<file path="config.mk">
export PLATFORM = sky130hd
export DESIGN_NAME = lpmr_ctrl
export DESIGN_NICKNAME = d
export VERILOG_FILES = /design/src/design/lpmr_pkg.sv /design/src/design/lpmr_ctrl.sv
export VERILOG_INCLUDE_DIRS = /design/src /design/src/design
export SDC_FILE = /design/constraint.sdc
export NUM_CORES = 1
export LEC_CHECK = 0
export BUFFER_PORTS_ARGS = -buffer_cell sky130_fd_sc_hd__buf_2
export CORE_ASPECT_RATIO = 1.5
export CORE_MARGIN = 4
export CORE_UTILIZATION = 50
export CTS_CLUSTER_DIAMETER = 30
export CTS_CLUSTER_SIZE = 10
export DETAILED_ROUTE_END_ITERATION = 8
export PLACE_DENSITY_LB_ADDON = 0.15
export SLEW_MARGIN = 20
export SYNTH_ARGS = -nofsm -noshare
export SYNTH_HDL_FRONTEND = slang
export SYNTH_SLANG_ARGS = --single-unit
</file>
<file path="constraint.sdc">
create_clock -name clock -period 4.06 [get_ports clock]
set_clock_uncertainty 0.1 [all_clocks]
set_input_delay 0 -clock clock [delete_from_list [all_inputs] [get_ports clock]]
set_output_delay 0 -clock clock [all_outputs]
set_load 0.01 [all_outputs]
</file>
<file path="src/design/length_prefixed_message_ring_defines.svh">
// Assertion macros used by the message ring controller.
`ifndef LENGTH_PREFIXED_MESSAGE_RING_DEFINES_SVH
`define LENGTH_PREFIXED_MESSAGE_RING_DEFINES_SVH

// Same-cycle implication, checked on every rising clock edge outside reset.
`define LPMR_ASSERT_IMP(label, clk, rst, ante, cons) \
   label: assert property (@(posedge clk) disable iff (rst) (ante) |-> (cons)) \
      else $error("lpmr assertion failed");

// Next-cycle implication.
`define LPMR_ASSERT_NXT(label, clk, rst, ante, cons) \
   label: assert property (@(posedge clk) disable iff (rst) (ante) |=> (cons)) \
      else $error("lpmr assertion failed");

`endif

</file>
<file path="src/design/lpmr_pkg.sv">
// Types and constants of the length-prefixed message ring.
`default_nettype none

package lpmr_pkg;

   localparam logic [2:0] CMD_PUT_BEGIN = 3'd0;
   localparam logic [2:0] CMD_PUT_BYTE  = 3'd1;
   localparam logic [2:0] CMD_GET       = 3'd2;
   localparam logic [2:0] CMD_PEEK      = 3'd3;
   localparam logic [2:0] CMD_CLEAR     = 3'd4;

   localparam logic [1:0] ST_OK    = 2'd0;
   localparam logic [1:0] ST_FULL  = 2'd1;
   localparam logic [1:0] ST_EMPTY = 2'd2;
   localparam logic [1:0] ST_SEQ   = 2'd3;

   localparam logic [6:0] MAX_MSG_BYTES = 7'd64;
   localparam int         HDR_BYTES     = 4;

   typedef struct packed {
      logic [2:0] command;
      logic [7:0] data_byte;
      logic [6:0] msg_length;
   } req_type;

   typedef struct packed {
      logic [1:0] status;
      logic       byte_valid;
      logic [7:0] out_byte;
      logic [6:0] out_length;
      logic       last;
   } rsp_type;

   typedef enum logic [2:0] {
      S_IDLE,
      S_HDR,
      S_HDR_WAIT,
      S_RD_DATA,
      S_ZERO
   } ctrl_state_type;

endpackage

`default_nettype wire

</file>
<file path="src/design/lpmr_ctrl.sv">
// Command sequencer, pointer and space bookkeeping, and result register.
`default_nettype none
`include "length_prefixed_message_ring_defines.svh"

module lpmr_ctrl #(
   parameter int RING_BYTES = 1024,
   parameter int AW         = 10
) (
   input  wire logic             clock,
   input  wire logic             reset,
   input  wire logic             req_valid,
   output logic                  req_stall,
   input  wire lpmr_pkg::req_type req_data,
   output logic                  rsp_valid,
   input  wire logic             rsp_stall,
   output lpmr_pkg::rsp_type     rsp_data,
   output logic                  wr_en,
   output logic      [AW-1:0]    wr_addr,
   output logic      [7:0]       wr_data,
   output logic                  rd_en,
   output logic      [AW-1:0]    rd_addr,
   input  wire logic [7:0]       rd_data
);

   import lpmr_pkg::*;

   localparam int FW = $clog2(RING_BYTES + 1);
   localparam int CW = $clog2(RING_BYTES / HDR_BYTES + 1);
   localparam int SW = (FW > 7) ? FW + 1 : 8;

   ctrl_state_type state_ff, state_in;
   logic [AW-1:0]  wp_ff, wp_in;
   logic [AW-1:0]  rp_ff, rp_in;
   logic [AW-1:0]  ptr_ff, ptr_in;
   logic [FW-1:0]  free_ff, free_in;
   logic [CW-1:0]  count_ff, count_in;
   logic           open_ff, open_in;
   logic [6:0]     rem_ff, rem_in;
   logic [1:0]     hdr_cnt_ff, hdr_cnt_in;
   logic [6:0]     len_ff, len_in;
   logic [6:0]     left_ff, left_in;
   logic           remove_ff, remove_in;
   logic           rsp_valid_ff;
   rsp_type        rsp_data_ff;
   rsp_type        rsp_next;
   logic           rsp_load;
   logic           slot_free;
   logic [6:0]     hdr_len;
   logic [SW-1:0]  need;
   logic [SW-1:0]  give_back;
   logic [AW-1:0]  ptr_next;

   function automatic logic [AW-1:0] ptr_inc(input logic [AW-1:0] p);
      ptr_inc = (p == AW'(RING_BYTES - 1)) ? '0 : p + AW'(1);
   endfunction

   function automatic logic [AW-1:0] ptr_add_hdr(input logic [AW-1:0] p);
      logic [AW:0] sum;
      sum = {1'b0, p} + (AW + 1)'(HDR_BYTES);
      if (sum >= (AW + 1)'(RING_BYTES)) begin
         sum = sum - (AW + 1)'(RING_BYTES);
      end
      ptr_add_hdr = sum[AW-1:0];
   endfunction

   assign slot_free = !rsp_valid_ff || !rsp_stall;
   assign hdr_len   = (rd_data > {1'b0, MAX_MSG_BYTES}) ? MAX_MSG_BYTES : rd_data[6:0];
   assign need      = SW'(req_data.msg_length) + SW'(HDR_BYTES);
   assign give_back = SW'(free_ff) + SW'(len_ff) + SW'(HDR_BYTES);
   assign ptr_next  = ptr_inc(ptr_ff);

   always_ff @(posedge clock) begin
      if (reset) begin
         state_ff   <= S_IDLE;
         wp_ff      <= '0;
         rp_ff      <= '0;
         free_ff    <= FW'(RING_BYTES);
         count_ff   <= '0;
         open_ff    <= 1'b0;
         rem_ff     <= '0;
         hdr_cnt_ff <= '0;
         left_ff    <= '0;
         remove_ff  <= 1'b0;
      end else begin
         state_ff   <= state_in;
         wp_ff      <= wp_in;
         rp_ff      <= rp_in;
         free_ff    <= free_in;
         count_ff   <= count_in;
         open_ff    <= open_in;
         rem_ff     <= rem_in;
         hdr_cnt_ff <= hdr_cnt_in;
         left_ff    <= left_in;
         remove_ff  <= remove_in;
      end
   end

   always_ff @(posedge clock) begin
      ptr_ff <= ptr_in;
      len_ff <= len_in;
   end

   always_comb begin
      state_in   = state_ff;
      wp_in      = wp_ff;
      rp_in      = rp_ff;
      ptr_in     = ptr_ff;
      free_in    = free_ff;
      count_in   = count_ff;
      open_in    = open_ff;
      rem_in     = rem_ff;
      hdr_cnt_in = hdr_cnt_ff;
      len_in     = len_ff;
      left_in    = left_ff;
      remove_in  = remove_ff;
      req_stall  = 1'b1;
      rsp_load   = 1'b0;
      rsp_next   = '{status: ST_OK, byte_valid: 1'b0, out_byte: '0, out_length: '0,
                     last: 1'b1};
      wr_en      = 1'b0;
      wr_addr    = wp_ff;
      wr_data    = '0;
      rd_en      = 1'b0;
      rd_addr    = rp_ff;

      unique case (state_ff)
         S_IDLE: begin
            req_stall = !slot_free;
            if (req_valid && slot_free) begin
               rsp_load = 1'b1;
               unique case (req_data.command) inside
                  CMD_PUT_BEGIN: begin
                     if (open_ff || req_data.msg_length > MAX_MSG_BYTES) begin
                        rsp_next.status = ST_SEQ;
                     end else if (SW'(free_ff) < need) begin
                        rsp_next.status = ST_FULL;
                     end else begin
                        // First header byte carries the length, the rest are zero.
                        wr_en      = 1'b1;
                        wr_data    = {1'b0, req_data.msg_length};
                        wp_in      = ptr_inc(wp_ff);
                        free_in    = FW'(SW'(free_ff) - need);
                        hdr_cnt_in = 2'(HDR_BYTES - 1);
                        state_in   = S_HDR;
                        if (req_data.msg_length == '0) begin
                           count_in = count_ff + CW'(1);
                        end else begin
                           open_in = 1'b1;
                           rem_in  = req_data.msg_length;
                        end
                     end
                  end
                  CMD_PUT_BYTE: begin
                     if (!open_ff) begin
                        rsp_next.status = ST_SEQ;
                     end else begin
                        wr_en   = 1'b1;
                        wr_data = req_data.data_byte;
                        wp_in   = ptr_inc(wp_ff);
                        rem_in  = rem_ff - 7'd1;
                        if (rem_ff == 7'd1) begin
                           open_in  = 1'b0;
                           count_in = count_ff + CW'(1);
                        end
                     end
                  end
                  CMD_GET, CMD_PEEK: begin
                     if (count_ff == '0) begin
                        rsp_next.status = ST_EMPTY;
                     end else begin
                        // Fetch the header; results follow from the read states.
                        rsp_load  = 1'b0;
                        rd_en     = 1'b1;
                        remove_in = (req_data.command == CMD_GET);
                        state_in  = S_HDR_WAIT;
                     end
                  end
                  CMD_CLEAR: begin
                     wp_in    = '0;
                     rp_in    = '0;
                     free_in  = FW'(RING_BYTES);
                     count_in = '0;
                     open_in  = 1'b0;
                     rem_in   = '0;
                  end
                  default: begin
                  end
               endcase
            end
         end
         S_HDR: begin
            wr_en      = 1'b1;
            wp_in      = ptr_inc(wp_ff);
            hdr_cnt_in = hdr_cnt_ff - 2'd1;
            if (hdr_cnt_ff == 2'd1) begin
               state_in = S_IDLE;
            end
         end
         S_HDR_WAIT: begin
            len_in  = hdr_len;
            left_in = hdr_len;
            ptr_in  = ptr_add_hdr(rp_ff);
            if (hdr_len == '0) begin
               state_in = S_ZERO;
            end else begin
               rd_en    = 1'b1;
               rd_addr  = ptr_add_hdr(rp_ff);
               state_in = S_RD_DATA;
            end
         end
         S_RD_DATA: begin
            if (slot_free) begin
               rsp_load            = 1'b1;
               rsp_next.byte_valid = 1'b1;
               rsp_next.out_byte   = rd_data;
               rsp_next.out_length = len_ff;
               rsp_next.last       = (left_ff == 7'd1);
               left_in             = left_ff - 7'd1;
               if (left_ff == 7'd1) begin
                  state_in = S_IDLE;
                  if (remove_ff) begin
                     rp_in    = ptr_next;
                     free_in  = (give_back > SW'(RING_BYTES)) ? FW'(RING_BYTES)
                                                               : FW'(give_back);
                     count_in = count_ff - CW'(1);
                  end
               end else begin
                  // Overlap the next byte's read with this byte's transaction.
                  rd_en   = 1'b1;
                  rd_addr = ptr_next;
                  ptr_in  = ptr_next;
               end
            end
         end
         S_ZERO: begin
            if (slot_free) begin
               rsp_load = 1'b1;
               state_in = S_IDLE;
               if (remove_ff) begin
                  rp_in    = ptr_ff;
                  free_in  = (give_back > SW'(RING_BYTES)) ? FW'(RING_BYTES)
                                                            : FW'(give_back);
                  count_in = count_ff - CW'(1);
               end
            end
         end
         default: begin
            state_in = S_IDLE;
         end
      endcase
   end

   always_ff @(posedge clock) begin
      if (reset) begin
         rsp_valid_ff <= 1'b0;
      end else if (rsp_load) begin
         rsp_valid_ff <= 1'b1;
      end else if (!rsp_stall) begin
         rsp_valid_ff <= 1'b0;
      end
   end

   always_ff @(posedge clock) begin
      if (rsp_load) begin
         rsp_data_ff <= rsp_next;
      end
   end

   assign rsp_valid = rsp_valid_ff;
   assign rsp_data  = rsp_data_ff;

   `LPMR_ASSERT_IMP(a_no_rw_overlap, clock, reset, wr_en, !rd_en)
   `LPMR_ASSERT_IMP(a_empty_ring_consistent, clock, reset,
      state_ff == S_IDLE && count_ff == '0 && !open_ff,
      free_ff == FW'(RING_BYTES) && rp_ff == wp_ff)
   `LPMR_ASSERT_IMP(a_read_has_bytes_left, clock, reset, state_ff == S_RD_DATA, left_ff != '0)
   `LPMR_ASSERT_NXT(a_payload_marked_valid, clock, reset,
      rsp_load && state_ff == S_RD_DATA, rsp_data_ff.byte_valid)

endmodule

`default_nettype wire

</file>
==> flow_metrics.env, run 1 <==
export IMPL_reg2reg_setup_slack_ps=680
export IMPL_hold_ws_ps=35.1
export IMPL_hp_class="primary input to flop"
export IMPL_grt_usage=0.245
export IMPL_setup_viol=0
export IMPL_min_period_ps=3380
export IMPL_synth_simple_area_share=0.228
export IMPL_drtIter0Drc=517
export IMPL_vias=7003
export IMPL_synth_mux_area_frac=0.0102
export IMPL_netlist_area_leader_share=0.178
export IMPL_grt_max_degree=53
export IMPL_hp_start="req_data[15]"
export IMPL_clock_latency_ps=350
export IMPL_grt_pass1_wl_um=32800
export IMPL_core_area_um2=13600
export IMPL_dieArea_um2=15900
export IMPL_cts_htree_levels=3
export IMPL_port_buffers=80
export IMPL_cts_tree="done"
export IMPL_routed_wl_um=19900
export IMPL_synth_area_per_cell_um2=8.14
export IMPL_numCtsBuffers=9
export IMPL_ir_worst_vdd_mv=0.283
export IMPL_floorplan_initialDensity=0.512
export IMPL_cp_startpoint="len_ff[1]"
export IMPL_crit_end="free_ff[3]"
export IMPL_ioPinCount=81
export IMPL_num_rows=52
export IMPL_yosys_area_top_type="dfxtp_1"
export IMPL_path_clk_slew_ps=80
export IMPL_rsz0062_at_grt="false"
export IMPL_clockBufferDepth=2
export IMPL_synth_compound_area_frac=0.283
export IMPL_synth_cell_types=81
export IMPL_wl_per_cell_um=18.2
export IMPL_timing_rr_start="len_ff[1]"
export IMPL_synthXorXnorAreaFrac=0.0340
export IMPL_num_nets_final=993
export IMPL_synth_area_leaders="dfxtp_1 18%, edfxtp_1 16%, ha_1 6.1%, nor2_1 5.4%, a21oi_1 4.2%"
export IMPL_hold_violations=0
export IMPL_tightest_slew_ps=1090
export IMPL_post_cts_setup_buffers=0
export IMPL_clock_sinks=98
export IMPL_outcome="finished, final reports clean"
export IMPL_async_flop_share=0
export IMPL_start_kind="flop"
export IMPL_p_total_uw=3130
export IMPL_antenna_found_initial=0
export IMPL_power_density_nw_per_um2=395
export IMPL_dpl_hpwl_um=14400
export IMPL_syn_nets=921
export IMPL_ys_seq_area_frac=0.334
export IMPL_gr_total_overflow=0
export IMPL_cts_root_buf="clkbuf_16"
export IMPL_drtPass1Iterations=5
export IMPL_max_cap_viol_count=0
export IMPL_drtAntennaViolNets=0
export IMPL_cp_data_required_time_ps=4220
export IMPL_drc=0
export IMPL_tns_ps=0
export IMPL_end_kind="flop"
export IMPL_synth_commonest_cells="100 x nor2_1, 69 x nand2_1, 62 x dfxtp_1, 58 x a21oi_1, 47 x o21ai_0"
export IMPL_fmax_ghz=0.296
export IMPL_synthCells=855
export IMPL_synth_fa_ha_area_frac=0.0669
export IMPL_synth_edff_count=36
export IMPL_cp_data_arrival_time_ps=3540
export IMPL_synth_warnings=0
export IMPL_crit_type="flop to flop"
export IMPL_crit_reg2reg_capture="free_ff[3]"
export IMPL_routabilityCongestion=0.961
export IMPL_reg2regPathDepth=11
export IMPL_maxSlewHeadroom=0.276
export IMPL_drv_slew=0
export IMPL_vias_per_cell=6.40
export IMPL_die_h_um=152
export IMPL_synth_most_common_cell="nor2_1"
export IMPL_synthFlopType="dfxtp_1"
export IMPL_p_leak_uw=0.00318
export IMPL_area_growth_synth_to_final_pct=14.1
export IMPL_finalCritPeriodShare=0.833
export IMPL_grt_pass1_vias=6837
export IMPL_die_w_um=104
export IMPL_num_fill_cells=1254
export IMPL_netlist_area_um2=6960
export IMPL_synth_top_family_by_area="compound AO/OA/AOI/OAI gates"
export IMPL_synth_seq_cells=98
export IMPL_final_layout_size_suffix_gt1_frac=0.141
export IMPL_critical_path_max_fanout=8
timing repair:
item	4_1_cts	5_1_grt
setup endpoints to repair	0	0
endpoints found under the hold margin	23	0
hold buffers	15	0
resized for setup	0	0
flip-flops by register name, indices dropped and copies added (netlist names):
signal and flops:
wr_addr 10, rsp_data 19, rsp_valid 1, count_ff 9, left_ff 7, open_ff 1
hdr_cnt_ff 2, remove_ff 1, ptr_ff 10, len_ff 7, state_ff 3, free_ff 11
rp_ff 10, rem_ff 7
worst min-delay path by stage:
stage	endpoint	slack, ps	cells after the start
2_1_floorplan	wr_data[7]	50	1
3_3_place_gp	rsp_data[14]	200	2
3_5_place_dp	rsp_data[15]	200	2
4_1_cts	remove_ff	30	4
5_1_grt	remove_ff	70	4
6_report	remove_ff	40	4
routing by layer:
metal | GRT usage | up-vias | part of all wire
met5 | 0 | - | 0
met3 | 0.0335 | 62 | 0.055
met2 | 0.436 | 269 | 0.50
met4 | 0.118 | 0 | 0.033
li1 | - | 3370 | -
met1 | 0.289 | 3302 | 0.41
where the power goes:
part | total, uW | switching (uW) | internal, uW
registers | 1270 | 118 | 1150
clock network | 916 | 421 | 495
logic | 945 | 588 | 357
cell type report:
class	count	area, um2	share of cell area
inverter	32	120	0.0151
clock buffer	9	225	0.0284
sequential	98	2320	0.293
clock inverter	7	92.6	0.0117
multi-input combinational	679	4330	0.546
antenna	1	2.50	0.000315
timing repair buffer	107	641	0.0807
tap	162	203	0.0255
per-stage QoR:
stage | util | cells | area (um2) | setup slack (ps)
after floorplan | - | 855 | 6960 | 1050
after global placement | 0.549 | 1063 | 7470 | 887
after detailed placement | 0.549 | 1063 | 7470 | 712
after CTS | 0.583 | 1094 | 7930 | 685
after global routing | 0.583 | 1094 | 7930 | 402
final | 0.584 | 1095 | 7940 | 680
critical path, cell delays in order, from the launching register on:
cell	delay (ps)
edfxtp_1	400
ha_1	290
ha_1	160
inv_1	50
fa_1	390
nor2b_1	230
o2111ai_1	180
a21boi_2	320
o2111ai_1	230
a2111oi_1	370
o32ai_2	240
o32ai_1	310
cells by family (layout without fill, tap and decap cells):
logic type,Yosys count,count (layout)
buffers and inverters,78,155
flip-flops,98,98
adder cells (fa/ha/maj),36,36
multiplexers,7,7
XOR/XNOR,27,27
other,0,1
AND/OR/NAND/NOR,323,323
AO/OA/AOI/OAI,286,286
placed cells by master, fill, tap and decap left out, drive strengths merged, types with 5 or more instances in the layout:
cell         instances
o311ai               6
nand3               24
inv                 35
xnor2               15
edfxtp              36
o31ai               12
dfxtp               62
dlygate4sd3         15
nor2b               10
a22oi                8
a21oi               58
o41ai                5
o22ai               12
nand2b               7
and2                26
nor4                 7
or3                  9
a211oi              13
a21o                11
clkbuf               9
o32ai               11
nor2               100
ha                  34
or2                  7
a31oi               23
o21a                 7
mux2i                6
nand2               70
o211ai              23
and3                22
nor3                24
o21ai               50
xor2                12
buf                 92
No activity file was read; power rests on OpenSTA's default activity.
==> inputs of run 2 (changes only) <==
==> constraint.sdc (replaced) <==
create_clock -name clock -period 3.2 [get_ports clock]
set_clock_uncertainty 0.1 [all_clocks]
set_input_delay 0 -clock clock [delete_from_list [all_inputs] [get_ports clock]]
set_output_delay 0 -clock clock [all_outputs]
set_load 0.01 [all_outputs]
==> run 2 against run 1 <==
Compared with the run above:
- via count grew 1.3%
- sequential power grew 26%
- power grew 29%
- register-to-register slack lost 650 ps
- non-clock buffer count grew 14
- largest power group unchanged
- routed wire length grew 1.8%
- cell count grew 1.2%
- final area grew 2.0%
- count of clock-buffer cells in the layout is the same
- clock power grew 27%
- critical path type unchanged
==> flow_metrics.env, run 2 (synthesized netlist as in run 1, its figures left out) <==
export IMPL_outcome="finished, final reports clean"
export IMPL_placed_cell_area_um2=7540
export IMPL_max_cap_viol_count=0
export IMPL_tightest_slew_ps=839
export IMPL_drtPass1Iterations=5
export IMPL_wl_per_cell_um=18.3
export IMPL_diodes=0
export IMPL_crit_family="compound AO/OA/AOI/OAI gates"
export IMPL_rsz0062_at_grt="true"
export IMPL_clock_latency_ps=350
export IMPL_ioPinCount=81
export IMPL_cp_slowest_stage_delay_ps=410
export IMPL_tns_ps=0
export IMPL_cp_data_required_time_ps=3360
export IMPL_floorplan_initialDensity=0.512
export IMPL_drtIter0Drc=483
export IMPL_power_density_nw_per_um2=500
export IMPL_cpMostUsedCell="ha_1"
export IMPL_numCtsBuffers=9
export IMPL_crit_type="flop to flop"
export IMPL_grt_usage=0.250
export IMPL_path_clk_slew_ps=80
export IMPL_cts_htree_levels=3
export IMPL_drtAntennaViolNets=0
export IMPL_dieArea_um2=15900
export IMPL_clockBufferDepth=2
export IMPL_port_buffers=80
export IMPL_vias_per_cell=6.40
export IMPL_fmax_ghz=0.316
export IMPL_cts_root_buf="clkbuf_16"
export IMPL_setup_viol=0
export IMPL_dp_slack_ps=39.3
export IMPL_hold_ws_ps=53.6
export IMPL_num_rows=52
export IMPL_finalCritPeriodShare=0.990
export IMPL_worst_slack_ps=33.4
export IMPL_end_kind="flop"
export IMPL_path_buf_inv=2
export IMPL_p_leak_uw=0.00326
export IMPL_gr_total_overflow=0
export IMPL_grt_max_degree=30
export IMPL_cp_slowest_cell="a2111oi_2"
export IMPL_routed_wl_um=20200
export IMPL_num_nets_final=1007
export IMPL_grt_pass1_vias=7016
export IMPL_routabilityCongestion=0.910
export IMPL_die_h_um=152
export IMPL_min_period_ps=3170
export IMPL_final_layout_size_suffix_gt1_frac=0.165
export IMPL_clock_sinks=98
export IMPL_dpl_hpwl_um=14500
export IMPL_vias=7095
export IMPL_hp_class="primary input to flop"
export IMPL_area_growth_synth_to_final_pct=16.4
export IMPL_drc=0
export IMPL_fin_util=0.596
export IMPL_layout_commonest_cell="nor2_1"
export IMPL_grt_pass1_wl_um=33700
export IMPL_final_area_um2=8100
export IMPL_antenna_found_initial=0
export IMPL_largest_reg_flops=19
export IMPL_hold_violations=0
export IMPL_drv_slew=0
export IMPL_start_kind="flop"
export IMPL_maxSlewHeadroom=0.437
export IMPL_core_area_um2=13600
export IMPL_final_cell_mix="100 x nor2_1, 80 x buf_2, 69 x nand2_1, 62 x dfxtp_1, 56 x a21oi_1"
export IMPL_cts_tree="done"
export IMPL_cp_data_arrival_time_ps=3330
export IMPL_die_w_um=104
export IMPL_crit_chain="ha_1, ha_1, inv_1, fa_2, xnor2_1, nor4b_2, o2111ai_2, a2111oi_2, o32ai_2, buf_4, o32ai_1"
export IMPL_ir_worst_vdd_mv=0.267
export IMPL_critical_path_max_fanout=8
-- run 2: cell types whose count changed in the layout (fill, tap and decap cells not counted), sizes merged --
cell	before	now
diode	1	0
buf	92	106
clkinvlp	0	2
clkinv	3	1
-- run 2: timing repair --
item | 4_1_cts | 5_1_grt
hold buffers | 15 | 0
setup endpoints to repair | 0 | 17
gates resized for setup | 0 | 15
setup buffers | 0 | 4
endpoints found under the hold margin | 23 | 0
-- run 2: worst paths after layout --
check                           slack (ps)  depth (start not counted)           from       endpoint
worst max-delay path                    30                         11      len_ff[1]     free_ff[1]
worst min-delay path                    50                          2          reset      rem_ff[5]
worst max register to register          30                         11      len_ff[1]     free_ff[1]
worst min register to register         400                          2  hdr_cnt_ff[0]  hdr_cnt_ff[0]
-- run 2: per-layer routing --
metal  vias up  global-route usage  routed length (um)
met4         0              0.0913                 511
met3        48              0.0331                 972
met5         -                   0                   0
li1       3401                   -                   -
met1      3404               0.297                8250
met2       242               0.454               10500
-- run 2: power by group --
part	total [uW]	leakage (uW)	switching (uW)	internal, uW
sequential	1600	0.000847	141	1460
combinational	1290	0.00226	784	504
clock	1160	0.000149	534	627
-- run 2: area by class of cell --
| type | instances | area [um2] |
|---|---|---|
| Fill cell | 1236 | 5500 |
| Inverter | 32 | 120 |
| Timing Repair Buffer | 121 | 746 |
| Tap cell | 162 | 203 |
| Clock inverter | 7 | 92.6 |
| Multi-Input combinational cell | 679 | 4390 |
| Clock buffer | 9 | 225 |
| Sequential cell | 98 | 2320 |
-- run 2: metrics by stage --
stage / total power (uW) / std cells
final: 4050 / 1108
after global routing: 4290 / 1108
after CTS: 4020 / 1104
after detailed placement: 2840 / 1073
after global placement: 2800 / 1073
after floorplan: 2440 / 855
==> inputs of run 3 (changes only) <==
--- a/config.mk
+++ b/config.mk
@@ -10,6 +10,7 @@
 export CORE_ASPECT_RATIO = 1.5
 export CORE_MARGIN = 4
 export CORE_UTILIZATION = 50
+export CTS_BUF_LIST = sky130_fd_sc_hd__clkbuf_4 sky130_fd_sc_hd__clkbuf_8 sky130_fd_sc_hd__clkbuf_16
 export CTS_CLUSTER_DIAMETER = 30
 export CTS_CLUSTER_SIZE = 10
 export DETAILED_ROUTE_END_ITERATION = 8
==> constraint.sdc (replaced) <==
create_clock -name clock -period 2.6 [get_ports clock]
set_clock_uncertainty 0.1 [all_clocks]
set_input_delay 0 -clock clock [delete_from_list [all_inputs] [get_ports clock]]
set_output_delay 0 -clock clock [all_outputs]
set_load 0.01 [all_outputs]
==> run 3 against run 2 <==
Compared with the run above:
- the run now ends with setup timing left
- global-route usage up 2.3 points
- core utilization up 8.8 points
- register-to-register slack worse by 520 ps
- sequential cell count unchanged
- sequential share of layout area down 3.6 points
- first-iteration DRC count up 16%
==> flow_metrics.env, run 3 (synthesized netlist as in run 1, its figures left out) <==
export IMPL_grt_pass1_vias=7402
export IMPL_violations="setup timing"
export IMPL_clockBufferDepth=2
export IMPL_grt_max_degree=42
export IMPL_drv_slew=0
export IMPL_vias_per_cell=6.29
export IMPL_holdPathEnd="remove_ff"
export IMPL_start_kind="flop"
export IMPL_crit_reg2reg_capture="free_ff[4]"
export IMPL_maxSlewHeadroom=0.531
export IMPL_clock_sinks=98
export IMPL_met2_length_um=11800
export IMPL_dp_slack_ps=-589
export IMPL_outcome="finished with violations"
export IMPL_layout_commonest_cell="nor2_1"
export IMPL_hp_start="req_data[15]"
export IMPL_floorplan_initialDensity=0.512
export IMPL_drtIter0Drc=561
export IMPL_hold_violations=0
export IMPL_gr_total_overflow=0
export IMPL_wl_met1_um=8880
export IMPL_routabilityCongestion=0.949
export IMPL_wl_per_cell_um=19.0
export IMPL_final_layout_size_suffix_gt1_frac=0.298
export IMPL_grt_usage=0.273
export IMPL_dieArea_um2=15900
export IMPL_num_rows=52
export IMPL_timing_rr_start="len_ff[1]"
export IMPL_critical_path_max_fanout=8
export IMPL_cts_tree="done"
export IMPL_numCtsBuffers=9
export IMPL_drtPass1Iterations=6
export IMPL_highest_layer="met4"
export IMPL_largest_reg_flops=19
export IMPL_setup_viol=18
export IMPL_max_cap_viol_count=0
export IMPL_cts_root_buf="clkbuf_16"
export IMPL_p_leak_uw=0.00372
export IMPL_tightest_slew_ps=697
export IMPL_area_growth_synth_to_final_pct=33.6
export IMPL_cp_data_required_time_ps=2720
export IMPL_cts_htree_levels=3
export IMPL_end_kind="flop"
export IMPL_num_nets_final=1085
export IMPL_die_w_um=104
export IMPL_final_cell_mix="98 x nor2_1, 91 x buf_4, 80 x buf_2, 69 x nand2_1, 56 x dfxtp_1"
export IMPL_routed_wl_um=22500
export IMPL_holdPathStages=4
export IMPL_power_density_nw_per_um2=585
export IMPL_ir_worst_vdd_mv=0.368
export IMPL_worst_slack_ps=-482
export IMPL_crit_type="flop to flop"
export IMPL_reg2regPathDepth=11
export IMPL_p_total_uw=5440
export IMPL_port_buffers=80
export IMPL_ioPinCount=81
export IMPL_dpl_hpwl_um=15600
export IMPL_wl_met3_um=1160
export IMPL_vias=7464
export IMPL_rsz0062_at_grt="true"
export IMPL_hp_class="primary input to flop"
export IMPL_cp_data_arrival_time_ps=3200
export IMPL_reg2reg_setup_slack_ps=-480
export IMPL_drtAntennaViolNets=0
export IMPL_drc=0
export IMPL_diodes=0
export IMPL_grt_pass1_wl_um=36400
export IMPL_antenna_found_initial=0
export IMPL_path_clk_slew_ps=80
export IMPL_fmax_ghz=0.324
export IMPL_core_area_um2=13600
export IMPL_clock_latency_ps=360
export IMPL_finalCritPeriodShare=1.19
export IMPL_min_period_ps=3080
export IMPL_die_h_um=152
run 3: cell count changes in the layout (fill, tap and decap cells not counted), sizes merged:
| cell | change |
|---|---|
| bufinv | -1 |
| inv | +1 |
| buf | +78 |
| clkinvlp | -2 |
| clkinv | +2 |
run 3: critical path: stages (launching register included):
cell	delay, ps
edfxtp_1	380
ha_1	290
ha_2	190
inv_2	40
fa_2	380
nor2b_4	150
o2111a_2	270
nor3_4	60
o2111ai_4	330
nor4_4	90
o32ai_4	490
o32ai_2	170
run 3: per-layer routing:
metal / track usage / vias to the layer above
li1: - / 3548
met4: 0.103 / 0
met1: 0.317 / 3579
met5: 0 / -
met2: 0.505 / 289
met3: 0.0360 / 48
run 3: what timing repair did:
item | CTS | global route
setup endpoints to repair | 25 | 51
hold buffers | 15 | 0
gates cloned | 0 | 1
pin swaps | 29 | 25
resized for setup | 76 | 49
hold endpoints to repair | 25 | 0
setup buffers | 7 | 9
run 3: through the flow:
step	utilization	cells	hold slack [ps]	setup TNS [ps]	instance area [um2]
floorplan	-	855	54.6	-1840	6990
global placement	0.596	1142	193	-3410	8100
detailed placement	0.596	1142	207	-5760	8100
CTS	0.662	1178	7.81	-3920	9010
global route	0.684	1186	81.6	-7450	9300
finish	0.684	1186	17.7	-4590	9300
run 3: how the worst max path moves through the flow:
stage / to / startpoint / slack (ps)
2_1_floorplan: free_ff[0] / len_ff[1] / -220
3_3_place_gp: free_ff[1] / len_ff[1] / -350
3_5_place_dp: free_ff[2] / len_ff[1] / -590
4_1_cts: free_ff[4] / len_ff[1] / -440
5_1_grt: free_ff[2] / len_ff[1] / -610
6_report: free_ff[4] / len_ff[1] / -480
run 3: power breakdown:
part	internal, uW	switching (uW)
registers	1800	171
clock network	686	692
logic	920	1170
total	3410	2030
run 3: final cells by class:
type	count	area (um2)
clock inverter	7	76.3
fill	1107	4300
timing repair buffer	199	1390
tap	162	203
inverter	32	120
multi-input combinational	679	4950
sequential	98	2330
clock buffer	9	225
